==> src/rtl/core/prtc_pkg.sv <==
// Shared types and constants of the point rigid transform and colormap unit.
package prtc_pkg;

    localparam int COEF_W         = 32;
    localparam int COORD_W        = 32;
    localparam int COLOR_W        = 8;
    localparam int IDX_W          = 4;
    localparam int CFG_IDX_W      = 4;
    localparam int CFG_DATA_W     = 8;
    localparam int NUM_COEF       = 12;
    localparam int NUM_ROT        = 9;
    localparam int COEF_FRAC_BITS = 30;
    localparam int PROD_W         = COEF_W + COORD_W;
    localparam int SUM_W          = PROD_W + 2;
    localparam int ACC_W          = SUM_W + 1;

    localparam logic CMD_LOAD  = 1'b0;
    localparam logic CMD_POINT = 1'b1;

    localparam logic [CFG_IDX_W-1:0] CFG_COLOR_MODE = 4'd0;
    localparam logic [CFG_IDX_W-1:0] CFG_CLOUD_ROLE = 4'd1;

    localparam logic [IDX_W-1:0] LAST_COEF_IDX = 4'd11;
    localparam logic [COEF_W-1:0] COEF_ONE = 32'h4000_0000;

    typedef struct packed {
        logic                      is_point;
        logic [IDX_W-1:0]          coef_index;
        logic signed [COEF_W-1:0]  coef_value;
        logic signed [COORD_W-1:0] point_x;
        logic signed [COORD_W-1:0] point_y;
        logic signed [COORD_W-1:0] point_z;
        logic [COLOR_W-1:0]        intensity;
    } t_item;

    typedef struct packed {
        logic full;
        logic empty;
    } t_queue_status;

endpackage

==> src/rtl/core/prtc_queue.sv <==
// Short FIFO that decouples the front end from the transform back end.
module prtc_queue #(
    parameter int DEPTH = 4
) (
    input  logic                    i_clk,
    input  logic                    i_rst_n,
    input  logic                    i_push,
    input  prtc_pkg::t_item         i_item,
    input  logic                    i_pop,
    output prtc_pkg::t_item         o_item,
    output prtc_pkg::t_queue_status o_qstat
);

    localparam int PTR_W = $clog2(DEPTH);
    localparam int CNT_W = $clog2(DEPTH + 1);

    prtc_pkg::t_item  r_mem [DEPTH];
    logic [PTR_W-1:0] r_wr_ptr, n_wr_ptr;
    logic [PTR_W-1:0] r_rd_ptr, n_rd_ptr;
    logic [CNT_W-1:0] r_count, n_count;

    always_comb begin
        n_wr_ptr = r_wr_ptr;
        n_rd_ptr = r_rd_ptr;
        n_count  = r_count;
        if (i_push) begin
            n_wr_ptr = (r_wr_ptr == PTR_W'(DEPTH - 1)) ? '0 : r_wr_ptr + 1'b1;
        end
        if (i_pop) begin
            n_rd_ptr = (r_rd_ptr == PTR_W'(DEPTH - 1)) ? '0 : r_rd_ptr + 1'b1;
        end
        if (i_push && !i_pop) begin
            n_count = r_count + 1'b1;
        end else if (i_pop && !i_push) begin
            n_count = r_count - 1'b1;
        end
    end

    always_ff @(posedge i_clk) begin
        if (!i_rst_n) begin
            r_wr_ptr <= '0;
            r_rd_ptr <= '0;
            r_count  <= '0;
        end else begin
            r_wr_ptr <= n_wr_ptr;
            r_rd_ptr <= n_rd_ptr;
            r_count  <= n_count;
        end
    end

    always_ff @(posedge i_clk) begin
        if (i_push) begin
            r_mem[r_wr_ptr] <= i_item;
        end
    end

    assign o_item        = r_mem[r_rd_ptr];
    assign o_qstat.full  = (r_count == CNT_W'(DEPTH));
    assign o_qstat.empty = (r_count == '0);

endmodule

==> config.mk <==
export PLATFORM = sky130hd
export DESIGN_NAME = prtc_queue
export DESIGN_NICKNAME = d
export VERILOG_FILES = /design/src/rtl/core/prtc_pkg.sv /design/src/rtl/core/prtc_queue.sv
export SDC_FILE = /design/constraint.sdc
export NUM_CORES = 1
export LEC_CHECK = 0
export BUFFER_PORTS_ARGS = -buffer_cell sky130_fd_sc_hd__buf_2
export CELL_PAD_IN_SITES_DETAIL_PLACEMENT = 1
export CELL_PAD_IN_SITES_GLOBAL_PLACEMENT = 2
export CORE_MARGIN = 1
export CORE_UTILIZATION = 41
export DETAILED_ROUTE_END_ITERATION = 10
export PLACE_DENSITY = 0.86
export SLEW_MARGIN = 20
export SYNTH_ARGS = -nofsm -noshare
export SYNTH_HDL_FRONTEND = slang
export SYNTH_SLANG_ARGS = --single-unit
==> constraint.sdc <==
create_clock -name i_clk -period 5.18 [get_ports i_clk]
set_input_delay 1.554 -clock i_clk [delete_from_list [all_inputs] [get_ports i_clk]]
set_output_delay 1.554 -clock i_clk [all_outputs]
set_load 0.1 [all_outputs]
# Word-level counts from Yosys, hierarchy flattened

Memories as Yosys holds them, arrays and structs flattened. A register that Yosys moved wholly into a read port is not among the register bits.
Cells that the tools add are included.

Output and inout bits: 143
Input port bits: 145
Register bits: 7
Memories kept: 1
RAM bits: 564
Word-level logic and storage cells: 25

Reduce and logical (&&, ||, !) cells: 6
Multiplexer cells: 8
$add $sub $neg: 4
Eq/ne operators: 3

Memories:

| memory | depth | width | read ports | clocked after memory_dff | write ports | line             | text |
|---|---|---|---|---|---|---|---|
| r_mem  | 4     | 141   | 1          | 1                        | 1           | prtc_queue.sv:17 | `prtc_pkg::t_item r_mem [DEPTH];` |

Operator list:

| cell                                              | number |
|---|---|
| two-way mux 2 bit                                 | 4 |
| two-way mux 3 bit                                 | 2 |
| adder 2 x 1 -> 2 bit (second input constant)      | 2 |
| == test 2 bit (second input constant)             | 2 |
| adder 3 x 1 -> 3 bit (second input constant)      | 1 |
| == test 3 bit (second input constant)             | 1 |
| logical NOT 3 bit                                 | 1 |
| subtractor 3 x 1 -> 3 bit (second input constant) | 1 |
| logical AND 1 bit                                 | 2 |
| logical NOT 1 bit                                 | 2 |
| two-way mux 1 bit                                 | 2 |
| nonzero test 2 bit                                | 1 |

# Longest topological paths before layout

Word-level depth: 4
Depth in mapped cells: 7
Depth with buffers taken out: 7

# Worst setup path after synthesis

Ideal clock, no wire load.

Path kind: input -> register
From: in i_push
To: mem r_mem[0][0] (netlist name) (enable)
Stages: 1
Required time: 4663 ps
Setup time: 517 ps
Arrival: 4777 ps
Slack: -113 ps
Path buffers: 0
Cell sequence: and2_1

Cells in the longest elaborated chain, start to end: 2

Ends and longest elaborated chain:

| item                                    | line             | text |
|---|---|---|
| start, declared                         | prtc_queue.sv:7  | `input logic i_push,` |
| two-way mux 1 bit                       | prtc_queue.sv:52 | `if (i_push) begin` |
| two-way mux 1 bit (implied by the code) | prtc_queue.sv:53 | `r_mem[r_wr_ptr] <= i_item;` |
| end, declared                           | prtc_queue.sv:17 |  |

No other way between the ends.

==> metrics <==
status finished clean; CTS clk-pin slew, worst paths 60 ps; multi-input logic area 3450 sq um; cells along the critical path buf_4 -> mux4_2 -> buf_2; Fillers 4531; critical path's slowest cell dfxtp_4; unrepaired setup endpoints after global routing no; die span in x 227 um; GR Overflow Total 0; Worst path top cell family by delay flip-flops; Max Clock Freq 235 MHz; skew final 17.3 ps; Mapped Area 20800 sq um; Worst-Margin Slew 773 ps; Initial Utilization 0.415; Clock Latency Late Sink 600 ps; share of layout cells above drive strength 1 0.453; first-pass GRT wire length 63.2 mm; hold path startpoint r_count[2]$_SDFFE_PN0P_; die footprint 51600 sq um; Root Driver clkbuf_16; cells after synthesis 781; Worst VDD drop 0.000280 V; Vias/cell 5.08; sequential cell area 17100 sq um; Finish-stage setup viols 0; PD cells 447 nW/um^2; chip height 227 um; antenna violations before repair 10; met1 WL 17.2 mm; Port-buffer cells 287; R2R Path Start r_wr_ptr[0]$_SDFFE_PN0P_; worst-path maximum fanout 28; clk sinks 573; crit path DAT 2700 ps; sequential share of the synthesized area 0.823; setup_tns 0 ps; fin. max-slew vios 0; DRT antenna net count 0; NumNets Final 1266; max-cap violations 0; drt drc 0; Total GRT Usage 0.166; commonest non-fill, non-tap cells in the layout 564 x edfxtp_1, 287 x buf_2, 141 x mux4_2; Post CTS Setup Buffer Count 0; Routed WL 42.6 mm; H-tree levels 2; period utilization 0.821; First-pass DRT Iterations 4; syn nets 933; Clock Tree Buf Depth 3; Worst Hold Class flip-flop to flip-flop; Synth Area per Inst 26.6 sq um; via count 9335; Placeable Area 50100 sq um; Post-Place Setup Slack 1470 ps; Ys Warns 0; Final Hold Viols 0; commonest non-fill, non-tap cell in the layout edfxtp_1; DRT iter0 DRCs 537; hold buffers post-CTS 0; critical path data required time 3630 ps; vias in the first global route 10200; largest net degree at the start of global routing 71; worst stage delay on the critical path 770 ps; CP endpoint kind output port; Post-CTS Resized 0; dpl hpwl 26.2 mm; Worst Setup Path Type flip-flop to output port; Final WS setup 927 ps; minimum clock period after layout 4250 ps; cts bufs inserted 59; Startpoint Class flip-flop; TritonCTS clock tree yes; Placer Congestion 0.691; std cell rows 82; crit path buf inv count 2; routed length per placed instance 23.2 um; Pleak 0.00827 uW; metal2 WL 21.3 mm; Area Overhead vs Synth 19.7%; Relative slew margins 0.484; Yosys reg bits 573; top layer in use met5; Netlist cell types 22; # IOs 288; met3 wire length 3.13 mm
[layer usage]
metal  track usage  up-vias
met3        0.0503       88
met4        0.0483       16
li1              -     4066
met1         0.211     4911
met5             0        -
met2         0.274      254
[registers in the layout, summed over array words and instances (netlist names), named ones only]
register  count
r_mem       564
r_count       3
r_rd_ptr      2
r_wr_ptr      2
[tightest hold or removal path: cells and delay by family (launching register included)]
family | cells | cell delay [ps]
AOI/OAI and AO/OA | 2 | 150
DFF | 1 | 330
[synth_stat cells, drive strengths merged]
master,number,area (sq um)
nor2,1,3.75
mux2i,4,40.0
or3,1,6.26
nor3b,1,7.51
clkbuf,6,23.8
edfxtp,564,16900
nor2b,5,31.3
dfxtp,9,180
inv,4,15.0
mux4,141,3180
ha,6,75.1
a21boi,1,7.51
o21ai,1,5.00
fa,1,20.0
xor2,1,8.76
and2,5,31.3
buf,26,193
o21a,1,7.51
xnor2,1,8.76
nor3,2,10.0
[power breakdown]
group	internal, uW	switching [uW]	leakage (uW)
Combinational	383	1500	0.00216
Clock	2180	1680	0.000850
Sequential	5320	69.6	0.00526
Total	7880	3250	0.00827
[kinds of logic (layout without fill, tap and decap cells)]
family | after synthesis | count (layout) | share of synthesized area
other cells | 0 | 4 | 0
buf+inv | 36 | 416 | 0.0111
flops | 573 | 573 | 0.823
simple gates | 15 | 15 | 0.00433
compound gates | 3 | 3 | 0.000963
mux | 145 | 145 | 0.155
xor+xnor | 2 | 2 | 0.000843
fa+ha+maj | 7 | 7 | 0.00457
[metrics by stage]
stage / power [uW] / instances / instance area [sq um] / hold WS (ps) / utilization
final: 11100 / 1837 / 24900 / 529 / 0.497
after global routing: 11500 / 1833 / 24900 / 597 / 0.497
after CTS: 11300 / 1833 / 24900 / 532 / 0.497
after detailed placement: 7390 / 1725 / 23100 / 526 / 0.462
after global placement: 7350 / 1725 / 23100 / 493 / 0.462
after floorplan: 7000 / 781 / 20800 / 472 / -
[path summary, 6_finish.rpt]
| path | to | slack [ps] | cells after the start |
|---|---|---|---|
| worst max-delay path | o_item[133] | 930 | 3 |
| worst min-delay path | r_count[2]$_SDFFE_PN0P_ | 530 | 2 |
| worst max register to register | r_mem[3][37]$_DFFE_PP_ | 2980 | 3 |
| worst min register to register | r_count[2]$_SDFFE_PN0P_ | 530 | 2 |
[final cells by class]
cell class / count / share of cell area
diodes: 4 / 0.000402
flip-flops and latches: 573 / 0.688
clock inverters: 33 / 0.00875
inverters: 4 / 0.000603
well taps: 672 / 0.0338
multi-input cells: 172 / 0.139
repair buffers: 304 / 0.0679
clock buffers: 75 / 0.0618
Power figures use the tool's default switching activity.
